File: src/design/mpi_reduction_alu_macros.svh
// assertion macros for the reduction unit
// each check samples on clk and stays quiet while rst is high
`ifndef MPI_REDUCTION_ALU_MACROS_SVH
`define MPI_REDUCTION_ALU_MACROS_SVH
`ifndef ASSERT_OFF
`define MPIRA_ASSERT_SAME(lbl, ante, cons, msg) \
  lbl: assert property (@(posedge clk) disable iff (rst) (ante) |-> (cons)) \
    else $error(msg);
`define MPIRA_ASSERT_NEXT(lbl, ante, cons, msg) \
  lbl: assert property (@(posedge clk) disable iff (rst) (ante) |=> (cons)) \
    else $error(msg);
`else
`define MPIRA_ASSERT_SAME(lbl, ante, cons, msg)
`define MPIRA_ASSERT_NEXT(lbl, ante, cons, msg)
`endif
`endif

File: src/design/mpira_pkg.sv
`timescale 1ns / 1ps
`default_nettype none

package mpira_pkg;

  // reduction operation codes
  typedef enum logic [3:0] {
    OP_MAX     = 4'd0,
    OP_MIN     = 4'd1,
    OP_SUM     = 4'd2,
    OP_PROD    = 4'd3,
    OP_LAND    = 4'd4,
    OP_LOR     = 4'd5,
    OP_LXOR    = 4'd6,
    OP_BAND    = 4'd7,
    OP_BOR     = 4'd8,
    OP_BXOR    = 4'd9,
    OP_MAXLOC  = 4'd10,
    OP_MINLOC  = 4'd11,
    OP_REPLACE = 4'd12,
    OP_NOOP    = 4'd13
  } op_t;

  // element type classes
  typedef enum logic [1:0] {
    CLS_INT  = 2'd0,
    CLS_BOOL = 2'd1,
    CLS_BYTE = 2'd2,
    CLS_PAIR = 2'd3
  } class_t;

  // value width codes
  localparam logic [1:0] VW_8  = 2'd0;
  localparam logic [1:0] VW_16 = 2'd1;
  localparam logic [1:0] VW_32 = 2'd2;
  localparam logic [1:0] VW_64 = 2'd3;

  // register indexes on the config port
  localparam logic [2:0] REG_OPERATION = 3'd0;
  localparam logic [2:0] REG_WIDTH     = 3'd1;
  localparam logic [2:0] REG_SIGNED    = 3'd2;
  localparam logic [2:0] REG_CLASS     = 3'd3;
  localparam logic [2:0] REG_IDX_WIDE  = 3'd4;

  localparam int AddrWidth = 5;

  typedef struct packed {
    logic [3:0] op;
    logic [1:0] vcode;
    logic       sgn;
    class_t     cls;
    logic       iwide;
  } cfg_t;

  localparam cfg_t CFG_RESET = '{op: OP_MAX, vcode: VW_32, sgn: 1'b1, cls: CLS_INT, iwide: 1'b0};

  // bool and byte elements are always 8 bits wide
  function automatic logic [1:0] eff_vcode(cfg_t c);
    return (c.cls == CLS_BOOL || c.cls == CLS_BYTE) ? VW_8 : c.vcode;
  endfunction

  function automatic logic [63:0] value_mask(cfg_t c);
    logic [63:0] m;
    case (eff_vcode(c))
      VW_8:    m = 64'h0000_0000_0000_00FF;
      VW_16:   m = 64'h0000_0000_0000_FFFF;
      VW_32:   m = 64'h0000_0000_FFFF_FFFF;
      default: m = 64'hFFFF_FFFF_FFFF_FFFF;
    endcase
    return m;
  endfunction

  function automatic logic [63:0] value_top_bit(cfg_t c);
    logic [63:0] t;
    case (eff_vcode(c))
      VW_8:    t = 64'h0000_0000_0000_0080;
      VW_16:   t = 64'h0000_0000_0000_8000;
      VW_32:   t = 64'h0000_0000_8000_0000;
      default: t = 64'h8000_0000_0000_0000;
    endcase
    return t;
  endfunction

  function automatic logic [63:0] index_mask(cfg_t c);
    return c.iwide ? 64'hFFFF_FFFF_FFFF_FFFF : 64'h0000_0000_FFFF_FFFF;
  endfunction

  function automatic logic [63:0] index_top_bit(cfg_t c);
    return c.iwide ? 64'h8000_0000_0000_0000 : 64'h0000_0000_8000_0000;
  endfunction

endpackage

`default_nettype wire

File: src/design/mpira_combine.sv
`timescale 1ns / 1ps
`default_nettype none

module mpira_combine (
  input  wire mpira_pkg::cfg_t  cfg,
  input  wire logic [63:0]      in_value,
  input  wire logic [63:0]      acc_value,
  input  wire logic [63:0]      in_index,
  input  wire logic [63:0]      acc_index,
  output logic      [63:0]      a_masked,
  output logic      [63:0]      b_masked,
  output logic      [63:0]      ai_masked,
  output logic      [63:0]      bi_masked,
  output logic      [63:0]      value,
  output logic      [63:0]      index,
  output logic                  err,
  output logic                  use_prod
);
  import mpira_pkg::*;

  logic [63:0] vm;
  logic [63:0] im;
  logic [63:0] vflip;
  logic [63:0] iflip;
  logic [63:0] a;
  logic [63:0] b;
  logic [63:0] rv;
  logic [63:0] ri;
  logic        ta;
  logic        tb;
  logic        pair;
  logic        narrow;
  logic        a_lt_b;
  logic        b_lt_a;
  logic        ai_lt_bi;
  logic        take_in;

  // masks and sign flips for the configured widths
  always_comb begin
    vm     = value_mask(cfg);
    im     = index_mask(cfg);
    vflip  = cfg.sgn ? value_top_bit(cfg) : 64'h0;
    iflip  = index_top_bit(cfg);
    pair   = (cfg.cls == CLS_PAIR);
    narrow = (cfg.cls == CLS_BOOL) || (cfg.cls == CLS_BYTE);
  end

  assign a_masked  = in_value & vm;
  assign b_masked  = acc_value & vm;
  assign ai_masked = in_index & im;
  assign bi_masked = acc_index & im;

  // compares at element and index width, values signed by flipping the top bit when sgn is set, indexes always signed
  assign a_lt_b   = (a_masked ^ vflip) < (b_masked ^ vflip);
  assign b_lt_a   = (b_masked ^ vflip) < (a_masked ^ vflip);
  assign ai_lt_bi = (ai_masked ^ iflip) < (bi_masked ^ iflip);

  // operation select, products finish one stage later
  always_comb begin
    ta       = (a_masked != 64'h0);
    tb       = (b_masked != 64'h0);
    a        = a_masked;
    b        = b_masked;
    take_in  = 1'b0;
    err      = 1'b0;
    use_prod = 1'b0;
    if (cfg.cls == CLS_BOOL &&
        (cfg.op == OP_BAND || cfg.op == OP_BOR || cfg.op == OP_BXOR)) begin
      a = {63'h0, ta};
      b = {63'h0, tb};
    end
    rv = b;
    ri = pair ? bi_masked : acc_index;
    case (cfg.op)
      OP_MAX, OP_MIN: begin
        if (cfg.cls != CLS_INT) begin
          err = 1'b1;
        end else if (cfg.op == OP_MAX) begin
          rv = a_lt_b ? b : a;
        end else begin
          rv = a_lt_b ? a : b;
        end
      end
      OP_SUM: begin
        if (narrow) begin
          err = 1'b1;
        end else begin
          rv = (a + b) & vm;
          if (pair) begin
            ri = (ai_masked + bi_masked) & im;
          end
        end
      end
      OP_PROD: begin
        if (narrow) begin
          err = 1'b1;
        end else begin
          use_prod = 1'b1;
        end
      end
      OP_LAND, OP_LOR, OP_LXOR: begin
        if (narrow && cfg.cls != CLS_BOOL || pair) begin
          err = 1'b1;
        end else if (cfg.op == OP_LAND) begin
          rv = {63'h0, ta & tb};
        end else if (cfg.op == OP_LOR) begin
          rv = {63'h0, ta | tb};
        end else begin
          rv = {63'h0, ta ^ tb};
        end
      end
      OP_BAND, OP_BOR, OP_BXOR: begin
        if (pair) begin
          err = 1'b1;
        end else if (cfg.op == OP_BAND) begin
          rv = a & b;
        end else if (cfg.op == OP_BOR) begin
          rv = a | b;
        end else begin
          rv = a ^ b;
        end
      end
      OP_MAXLOC, OP_MINLOC: begin
        if (!pair) begin
          err = 1'b1;
        end else begin
          if (a_masked == b_masked) begin
            take_in = ai_lt_bi;
          end else if (cfg.op == OP_MAXLOC) begin
            take_in = b_lt_a;
          end else begin
            take_in = a_lt_b;
          end
          if (take_in) begin
            rv = a;
            ri = ai_masked;
          end
        end
      end
      OP_REPLACE: begin
        rv = a;
        if (pair) begin
          ri = ai_masked;
        end
      end
      OP_NOOP: begin
        rv = b;
      end
      default: begin
        err = 1'b1;
      end
    endcase
    value = rv & vm;
    index = ri;
  end

endmodule

`default_nettype wire
File: config.mk
export PLATFORM = sky130hd
export DESIGN_NAME = mpira_combine
export DESIGN_NICKNAME = d
export VERILOG_FILES = /design/src/design/mpi_reduction_alu_macros.svh /design/src/design/mpira_pkg.sv /design/src/design/mpira_combine.sv
export SDC_FILE = /design/constraint.sdc
export NUM_CORES = 1
export LEC_CHECK = 0
export ABC_AREA = 1
export BUFFER_PORTS_ARGS = -buffer_cell sky130_fd_sc_hd__buf_2
export CAP_MARGIN = 20
export CORE_MARGIN = 3
export CORE_UTILIZATION = 30
export DETAILED_ROUTE_END_ITERATION = 6
export SYNTH_ARGS = -nofsm -noshare
export SYNTH_HDL_FRONTEND = slang
export SYNTH_SLANG_ARGS = --single-unit
File: constraint.sdc
create_clock -name vclk -period 5.3
set_clock_uncertainty 0.1 [all_clocks]
set_input_delay 0.265 -clock vclk [all_inputs]
set_output_delay 0.265 -clock vclk [all_outputs]
set_load 0.1 [all_outputs]
# ---- After elaboration in Yosys (flattened, before gate mapping)
# Cells that the tools add are included.
dict set report op_classes {
  addsub 2
  magnitude_cmp 3
  n_eq_ne 20
  n_mux 41
  bitwise 17
  n_reduce_logical 17
}
# op n
set op_table {}
lappend op_table {{$mux W64} 22}
lappend op_table {{$pmux W64 S3} 3}
lappend op_table {{$and A64 B64 Y64} 8}
lappend op_table {{$pmux W64 S6} 1}
lappend op_table {{$xor A64 B64 Y64} 5}
lappend op_table {{$lt A64 B64 Y1} 3}
lappend op_table {{$add A64 B64 Y64} 2}
lappend op_table {{$reduce_bool A64 Y1} 2}
lappend op_table {{$eq A64 B64 Y1} 1}
lappend op_table {{$or A64 B64 Y64} 1}
lappend op_table {{$eq A4 B4 Y1 const B} 6}
lappend op_table {{$eq A4 B3 Y1 const B} 4}
lappend op_table {{$mux W1} 13}
lappend op_table {{$eq A4 B2 Y1 const B} 2}
lappend op_table {{$reduce_or A2 Y1} 4}
lappend op_table {{$eq A2 B2 Y1 const B} 3}
lappend op_table {{$pmux W1 S6} 1}
lappend op_table {{$reduce_or A3 Y1} 2}
lappend op_table {{$eq A2 B1 Y1 const B} 2}
lappend op_table {{$eq A4 B1 Y1 const B} 1}
lappend op_table {{$logic_not A4 Y1} 1}
lappend op_table {{$logic_or A1 B1 Y1} 4}
lappend op_table {{$logic_and A1 B1 Y1} 2}
lappend op_table {{$logic_not A2 Y1} 1}
lappend op_table {{6 further kinds} 6}
dict set report word_totals {
  register_bits 0
  input_bits 266
  output_inout_bits 386
  wordCells 100
}

# ---- Logic depth before layout (Yosys ltp)
# Gate-level depths: netlist (run 1).
dict set report logic_depth {
  ltp_word 16
  mapped_depth 36
  depth_no_buf 35
}

# ---- Worst setup path after synthesis (run 1)
# No wires, ideal clock.
dict set report synth_timing {
  kind {input-to-output}
  startpoint {input cfg[1] in the netlist's numbering}
  endpoint {output value[50]}
  arrival_ns 7.118
  t_required_ns 4.935
  setup_slack_ns -2.183
  cell_stages 32
  n_path_buf 2
  path_cell_list {inv_1 > ha_1 > inv_2 > nand2_4 > clkbuf_1 > buf_1 > nor2_1 > inv_1 > nand4_1 > nor4_1 > nand2_1 > inv_1 > nand2_1 > nand2_1 > inv_1 > ha_1 > inv_1 > fa_1 > nand3b_1 > nand2_1 > a21oi_1 > o21ai_0 > inv_1 > o21ai_0 > a21oi_1 > o21ai_0 > nand2_1 > nand3b_1 > nand3_1 > nand2_1 > a21oi_1 > a21oi_1}
}
dict set report synth_via {
  elab_chain_cells 16
  word_cells_on_any_way 49
  cone_classes {1 x add/sub; 2 x order compare; 7 x eq/ne; 22 x mux; 9 x bitwise; 8 x reduce/logical}
}
# item line_no
set synth_lines {}
lappend synth_lines {{start: declaration} mpira_combine.sv:5} ;# input wire mpira_pkg::cfg_t cfg,
lappend synth_lines {{$eq A2 B1 Y1 / $eq A2 B2 Y1 (equally long branches)} mpira_pkg.sv:59} ;# return (c.cls == CLS_BOOL || c.cls == CLS_BYTE) ? VW_8 : c.vcode;
lappend synth_lines {{$logic_or A1 B1 Y1 *} mpira_pkg.sv:59}
lappend synth_lines {{$mux W2 *} mpira_pkg.sv:59}
lappend synth_lines {{$eq A2 B2 Y1, or another cell as far along} mpira_pkg.sv:64} ;# case (eff_vcode(c))
lappend synth_lines {{$pmux W64 S3 *} mpira_pkg.sv:64}
lappend synth_lines {{$and A64 B64 Y64 *} mpira_combine.sv:48} ;# assign a_masked = in_value & vm;
lappend synth_lines {{named net a_masked[26]} mpira_combine.sv:10} ;# output logic [63:0] a_masked,
lappend synth_lines {{$xor A64 B64 Y64} {mpira_combine.sv:54, mpira_combine.sv:55}}
lappend synth_lines {{$lt A64 B64 Y1, on equally long branches} {mpira_combine.sv:54, mpira_combine.sv:55}}
lappend synth_lines {{$mux W1} mpira_combine.sv:129} ;# end else if (cfg.op == OP_MAXLOC) begin
lappend synth_lines {{$mux W1} mpira_combine.sv:127} ;# if (a_masked == b_masked) begin
lappend synth_lines {{$mux W1} mpira_combine.sv:124} ;# if (!pair) begin
lappend synth_lines {{$mux W1} mpira_combine.sv:74} ;# case (cfg.op)
lappend synth_lines {{$mux W64} mpira_combine.sv:134} ;# if (take_in) begin
lappend synth_lines {{$mux W64} mpira_combine.sv:124}
lappend synth_lines {{$pmux W64 S6 *} mpira_combine.sv:74}
lappend synth_lines {{$and A64 B64 Y64 *} mpira_combine.sv:153} ;# value = rv & vm;
lappend synth_lines {{end: declaration} mpira_combine.sv:14} ;# output logic [63:0] value,
# The timed path passes the listed nets; every way through them passes the cells marked *. The select of a mux whose other input is x is not followed.

# ---- Worst setup path in the final report (run 1)
dict set report layout_timing {
  startpoint {input cfg[2] in the netlist's numbering}
  endpoint {output value[60]}
}
dict set report layout_via {
  elab_chain_cells 16
  word_cells_on_any_way 49
  cone_classes {1 x add/sub; 2 x order compare; 7 x eq/ne; 22 x mux; 9 x bitwise; 8 x reduce/logical}
}
# item line_no
set layout_lines {}
lappend layout_lines {{$eq A2 B1 Y1 / $eq A2 B2 Y1 (equally long branches)} {mpira_pkg.sv:59, mpira_combine.sv:45, mpira_combine.sv:67}}
lappend layout_lines {{$logic_or A1 B1 Y1} {mpira_pkg.sv:59, mpira_combine.sv:45}}
lappend layout_lines {{$mux W2} mpira_pkg.sv:59}
lappend layout_lines {{$eq A2 B2 Y1, or another cell as far along} {mpira_pkg.sv:64, mpira_pkg.sv:75}}
lappend layout_lines {{$pmux W64 S3, on equally long branches} {mpira_pkg.sv:75, mpira_pkg.sv:64}}
lappend layout_lines {{$mux W64, or another cell as far along} mpira_combine.sv:42} ;# vflip = cfg.sgn ? value_top_bit(cfg) : 64'h0;
lappend layout_lines {{$xor A64 B64 Y64} {mpira_combine.sv:54, mpira_combine.sv:55}}
lappend layout_lines {{$lt A64 B64 Y1, on equally long branches} {mpira_combine.sv:54, mpira_combine.sv:55}}
lappend layout_lines {{$mux W1} mpira_combine.sv:129}
lappend layout_lines {{$mux W1} mpira_combine.sv:127}
lappend layout_lines {{$mux W1} mpira_combine.sv:124}
lappend layout_lines {{$mux W1} mpira_combine.sv:74}
lappend layout_lines {{$mux W64} mpira_combine.sv:134}
lappend layout_lines {{$mux W64} mpira_combine.sv:124}
lappend layout_lines {{$pmux W64 S6} mpira_combine.sv:74}
lappend layout_lines {{$and A64 B64 Y64 *} mpira_combine.sv:153}
# Mark *: on every way between the ends. The rest lies on a longest branch, timed or not. The select of a mux whose other input is x is not followed.

==> results.rst, run 1 <==
.. list-table::
   :header-rows: 1

   * - Metric
     - Value
   * - Sum of net half-perimeters after detailed placement
     - 106000 microns
   * - Vertical extent of the die
     - around 290 microns
   * - Met2 track demand over resource in global routing
     - a little over half
   * - Worst hold path cell count
     - 2
   * - Worst path setup slack after routing
     - -31.7 ps
   * - Top cells by area, synth
     - sky130_fd_sc_hd__ha_1, sky130_fd_sc_hd__nand2_1, sky130_fd_sc_hd__inv_1, sky130_fd_sc_hd__a21oi_1, sky130_fd_sc_hd__o21ai_0
   * - Number of warnings reported in the yosys synthesis log
     - 0
   * - Clk_buf instances
     - 0
   * - Total negative setup slack
     - -53.2 ps
   * - Part of the Yosys area used for sequential elements
     - 0%
   * - Total core area
     - slightly below 0.08 sq mm
   * - Drt total wl
     - ~130000 microns
   * - Transition time of the tightest slew-check pin
     - approximately 1000 ps
   * - Area fraction of the dominant cell type after synthesis
     - between 15 and 20%
   * - Kind of capture point of the worst setup path
     - primary output
   * - Number of standard cells after synthesis
     - between 4k and 5k
   * - Critical Path AT
     - 4970 ps
   * - GRT Util Overall
     - ~29%
   * - Per-instance average area after synthesis
     - 5.17 sq um
   * - Share of layout cells above drive strength 1
     - ~28%
   * - Total number of nets in the final design
     - ~6k
   * - DR vias/cell
     - 5.31
   * - FILL cells
     - about 8.5k
   * - Mapped Nets
     - between 5k and 6k
   * - Number of max-slew violations in the final report
     - 0
   * - Die width
     - 286 microns
   * - Total placed cells including tap cells
     - around 6.4k
   * - Max-cap viol count
     - 0
   * - Std cell rows
     - 102
   * - Critical Setup Path Class
     - in -> out
   * - Worst hold start
     - acc_index[12]
   * - Most used routing layer in global routing
     - met2
   * - Total number of vias
     - around 34k
   * - Area growth from synthesis to final layout
     - 47.9%
   * - 1st-pass router iterations
     - 6
   * - Total I/O pin count
     - 652
   * - M3 GR Usage
     - 3.17%
   * - Number of global-route vias before repair
     - ~33k
   * - Worst hold path endpoint
     - bi_masked[12]
   * - Most repeated cell in the gate-level netlist after synthesis
     - sky130_fd_sc_hd__nand2_1
   * - Tmin final
     - between 5000 and 6000 ps
   * - Outcome
     - complete, but fails checks
   * - Wire length of the first global-routing pass
     - approximately 190000 microns
   * - Post-synth top area cell
     - sky130_fd_sc_hd__ha_1
   * - Register cell area after layout
     - 0 sq um
   * - Maximum resistive drop on vdd
     - 0.0803 mV
   * - Leakage
     - between 15 and 20 nW
   * - Tcrit/Tclk final
     - 101%
   * - RD Place Congestion
     - between 1 and 1.5
   * - DRC violations left
     - 0
   * - Initial core utilization
     - 30.3%
   * - Utilization after layout
     - between 40% and 50%
   * - Number of distinct standard cells referenced by the synthesized netlist
     - 56
   * - Non-Filler Cell Area, Final
     - around 0.035 sq mm
   * - Number of hold violations in the final report
     - 0
   * - Unrepaired setup endpoints after global routing
     - yes
   * - Max stage delay on crit path
     - just over 300 ps
   * - Most Frequent Cell on Critical Path
     - sky130_fd_sc_hd__nand2_2
   * - Slew margin rel.
     - between 30 and 40%
   * - Areal power density over the cells
     - approximately 130 mW/mm^2
   * - Max Freq
     - between 0.15 and 0.2 GHz
   * - Synth top cells by count
     - sky130_fd_sc_hd__nand2_1, sky130_fd_sc_hd__inv_1, sky130_fd_sc_hd__nor2_1, sky130_fd_sc_hd__a21oi_1, sky130_fd_sc_hd__o21ai_0
   * - Post-route antenna net violation count
     - 0
   * - Fin cells
     - roughly 6.5k
   * - Violations in the final reports
     - setup timing
   * - Final setup viols
     - 2
   * - GR met1 Demand/Resource
     - roughly 33%
   * - Cell area after placement
     - roughly 0.033 sq mm
   * - Number of buffers inserted by port buffering
     - between 600 and 700
   * - Data required time of the critical path
     - between 4000 and 5000 ps
   * - Total congestion overflow after global routing
     - 0
   * - Routed len/inst
     - around 20 microns
   * - Floorplan die area
     - between 0.08 and 0.09 sq mm
   * - Critical Path Start Type
     - input port
   * - Pin count of the biggest net entering global routing
     - 97
   * - Slowest cell on crit path
     - sky130_fd_sc_hd__nand4_1
   * - Critical path peak fanout
     - 5
   * - Number of DRC markers in iteration 0
     - roughly 2.5k
   * - Multi-input combinational cell area
     - ~0.021 sq mm
   * - Number of sequential cells in the layout
     - 0
   * - Number of buffers inserted for hold repair after clock tree synthesis
     - 0
   * - Initial antenna violation count
     - 12
   * - Post-synth design cell area
     - between 0.02 and 0.025 sq mm
   * - Path class of the lowest-slack min-delay path
     - in -> out
==> per-stage QoR <==
step | total power, mW | setup slack [ps] | hold slack, ps
finish | 4.36 | -31.7 | 834
global placement | 4.21 | -518 | 836
CTS | 4.30 | 4.62 | 837
floorplan | 2.83 | -58.8 | 627
detailed placement | 4.23 | -604 | 837
global route | 4.62 | -246 | 846
==> layer usage <==
metal  part of all wire (%)  up-vias
met4                    4.9        2
met3                    6.8      268
met2                     50     1432
li1                       -    16700
met5                  0.010        -
met1                     38    15900
==> timing repair <==
item	4_1_cts	5_1_grt
cloned	4	0
endpoints found under the setup margin	60	94
buffers inserted	33	14
resized for setup	76	161
pin swaps	24	61
==> area by class of cell <==
cell class,count,share of cell area (%)
multi-input cells,3506,61.5
inverters,807,8.94
repair inverters,1,0.0252
well taps,1040,3.74
repair buffers,1096,25.8
diodes,8,0.0576
==> worst max-delay path by stage <==
stage / from / endpoint / slack, ps / cells past startpoint
6_report: cfg[2] / value[60] / -30 / 38
5_1_grt: cfg[1] / value[60] / -250 / 41
4_1_cts: cfg[2] / value[59] / 5 / 41
3_5_place_dp: cfg[1] / value[52] / -600 / 36
3_3_place_gp: cfg[1] / value[52] / -520 / 36
2_1_floorplan: cfg[2] / index[36] / -60 / 19
==> kinds of logic after synthesis <==
logic type / count (synthesis) / synth area share (%)
simple gates: 1862 / 32.9
compound gates: 1295 / 30.6
buf+inv: 1041 / 18.2
fa+ha+maj: 323 / 17.3
xor+xnor: 26 / 0.969
==> layout by cell type, fill, tap and decap left out, types with 21 or more instances in the layout <==
master	netlist	final
sky130_fd_sc_hd__nand4_1	72	72
sky130_fd_sc_hd__nand2_2	7	35
sky130_fd_sc_hd__nand2_1	921	879
sky130_fd_sc_hd__ha_1	321	313
sky130_fd_sc_hd__o21bai_1	28	26
sky130_fd_sc_hd__a21oi_4	0	27
sky130_fd_sc_hd__inv_1	796	754
sky130_fd_sc_hd__o21ai_0	466	421
sky130_fd_sc_hd__nand3_1	154	135
sky130_fd_sc_hd__buf_4	84	403
sky130_fd_sc_hd__nor2_1	573	463
sky130_fd_sc_hd__buf_2	23	522
sky130_fd_sc_hd__inv_2	8	34
sky130_fd_sc_hd__nor4_1	40	24
sky130_fd_sc_hd__or2_2	25	22
sky130_fd_sc_hd__a21oi_1	549	466
sky130_fd_sc_hd__o21ai_2	1	31
sky130_fd_sc_hd__xor2_1	21	21
sky130_fd_sc_hd__o211ai_1	66	66
sky130_fd_sc_hd__buf_12	0	150
sky130_fd_sc_hd__a21oi_2	1	57
sky130_fd_sc_hd__o22ai_1	23	23
sky130_fd_sc_hd__nor2_4	0	100
sky130_fd_sc_hd__nor3_1	45	42
==> worst max-delay path, delay by kind of cell <==
kind / cells / cell delay (ps)
AOI/OAI and AO/OA: 3 / 650
adders and majority gates: 3 / 630
buffers and inverters: 12 / 1230
and+or+nand+nor: 20 / 2180
==> report_power, final <==
part           switching, mW  internal (mW)    total, mW  leakage [nW]
combinational           3.07           1.29         4.36          17.5
sequential                 0              0            0             0
clock                      0    0.000000205  0.000000205     0.0000507
total                   3.07           1.29         4.36          17.5
No activity file was read; power rests on OpenSTA's default activity.
==> run 2: changes to the inputs <==
GPL_TIMING_DRIVEN = 0   (was default)
SKIP_LAST_GASP = 1   (was default)
==> run 2 against run 1 <==
  * The run still ends with setup timing left
  * Hold slack gained 88 ps
  * Total power fell by 1.5%
  * Largest power group unchanged
  * Critical path depth shrank 1
==> results.rst, run 2 (synthesized netlist as in run 1, its figures left out) <==
.. list-table::
   :header-rows: 1

   * - Metric
     - Value
   * - Floorplan die area
     - slightly above 0.08 sq mm
   * - Std cell rows
     - 102
   * - Total congestion overflow after global routing
     - 0
   * - Tcrit/Tclk final
     - 109%
   * - Total number of nets in the final design
     - between 5k and 6k
   * - Number of global-route vias before repair
     - around 34k
   * - Final setup viols
     - 55
   * - Unrepaired setup endpoints after global routing
     - yes
   * - Number of hold violations in the final report
     - 0
   * - Path class of the lowest-slack min-delay path
     - in -> out
   * - Max-cap viol count
     - 0
   * - Data required time of the critical path
     - 4930 ps
   * - Initial antenna violation count
     - 12
   * - Number of buffers inserted for hold repair after clock tree synthesis
     - 0
   * - Transition time of the tightest slew-check pin
     - ~1200 ps
   * - RD Place Congestion
     - 1.04
   * - Max Freq
     - about 0.17 GHz
   * - Areal power density over the cells
     - between 100 and 150 mW/mm^2
   * - Critical path peak fanout
     - 6
   * - Kind of capture point of the worst setup path
     - primary output
   * - Number of buffers inserted by port buffering
     - ~650
   * - Outcome
     - complete, but fails checks
   * - Pin count of the biggest net entering global routing
     - 11
   * - Violations in the final reports
     - setup timing
   * - Non-Filler Cell Area, Final
     - between 0.03 and 0.04 sq mm
   * - Total I/O pin count
     - roughly 650
   * - Slowest cell on crit path
     - sky130_fd_sc_hd__nor4_4
   * - DRC violations left
     - 0
   * - Number of max-slew violations in the final report
     - 0
   * - Most used cells in the layout excluding fill and tap cells
     - sky130_fd_sc_hd__nand2_1, sky130_fd_sc_hd__inv_1, sky130_fd_sc_hd__buf_2
   * - Share of layout cells above drive strength 1
     - between 20% and 30%
   * - Critical Path Start Type
     - input port
   * - Critical Path AT
     - approximately 5400 ps
   * - 1st-pass router iterations
     - 7
   * - Clk_buf instances
     - 0
   * - Most common cell after layout, fill and taps aside
     - sky130_fd_sc_hd__nand2_1
   * - Register cell area after layout
     - 0 sq um
   * - Total core area
     - 0.0775 sq mm
   * - Number of DRC markers in iteration 0
     - roughly 3.4k
   * - Total placed cells including tap cells
     - between 6k and 7k
   * - DR vias/cell
     - 5.55
   * - Max stage delay on crit path
     - around 470 ps
   * - Critical Setup Path Class
     - in -> out
   * - GRT Util Overall
     - a little over a third
   * - Number of sequential cells in the layout
     - 0
   * - Vertical extent of the die
     - roughly 290 microns
   * - Slew margin rel.
     - between 20% and 30%
   * - Initial core utilization
     - 30.3%
   * - Fin cells
     - ~6.4k
   * - Sum of net half-perimeters after detailed placement
     - between 100000 and 150000 microns
   * - Maximum resistive drop on vdd
     - between 0.07 and 0.08 mV
   * - Worst path setup slack after routing
     - -480 ps
   * - Wire length of the first global-routing pass
     - roughly 220000 microns
   * - Die width
     - ~290 microns
   * - Pre-CTS setup slack
     - -2540 ps
   * - Total number of vias
     - roughly 36k
   * - Drt total wl
     - around 160000 microns
   * - Leakage
     - ~17 nW
   * - Tmin final
     - between 5000 and 6000 ps
   * - Most Frequent Cell on Critical Path
     - sky130_fd_sc_hd__nand2_2
   * - Cell area after placement
     - approximately 0.030 sq mm
   * - Area growth from synthesis to final layout
     - 45.1%
   * - Post-route antenna net violation count
     - 0
   * - Routed len/inst
     - roughly 25 microns
-- run 2: changes by cell type in the layout (fill, tap and decap cells not counted), sizes merged --
| cell | change |
|---|---|
| clkinv | -3 |
| inv | +1 |
| bufbuf | -2 |
| clkinvlp | +1 |
| buf | -170 |
| clkbuf | +125 |
-- run 2: layout make-up --
cell class	instances	area (sq um)
fill	8544	43400
buffer	232	1550
inverter	807	3120
tap	1040	1300
multi-input combinational	3506	22200
timing repair buffer	817	5890
antenna	8	20.0
-- run 2: critical path, delay by kind of cell --
kind / cells / cell delay [ps]
simple gates: 15 / 2130
buf+inv: 12 / 1170
compound gates: 7 / 1120
fa+ha+maj: 3 / 660
-- run 2: path summary, 6_finish.rpt --
path                     start           end  slack (ps)  cells after the start
hold / removal    in_value[62]  a_masked[62]         920                      4
setup / recovery        cfg[2]     value[46]        -480                     37
-- run 2: routing by layer --
| layer | track usage (%) | up-vias | part of all wire (%) |
|---|---|---|---|
| li1 | - | 16600 | - |
| met1 | 41.7 | 16600 | 38 |
| met2 | 62.9 | 1870 | 47 |
| met3 | 4.86 | 473 | 7.9 |
| met4 | 21.3 | 4 | 7.3 |
| met5 | 0 | - | 0.013 |
-- run 2: stage by stage --
stage                     TNS [ps]  util [%]  hold WS, ps  power (mW)
after floorplan               -155         -          627        2.83
after global placement     -232410      38.3          923        3.86
after detailed placement   -228560      38.5          923        3.87
after CTS                    -4870      42.1          924        4.10
after global routing        -21520      44.0          943        4.50
final                       -15610      44.0          922        4.30
-- run 2: repair_timing --
action | in CTS | in global routing
setup buffers | 136 | 38
setup endpoints to repair | 128 | 127
pin swaps | 94 | 150
gates resized for setup | 486 | 359
gates cloned | 3 | 0
-- run 2: report_power, final --
group / switching, mW / internal (mW)
Clock: 0 / 0.000000127
Sequential: 0 / 0
Combinational: 3.24 / 1.06
Total: 3.24 / 1.06
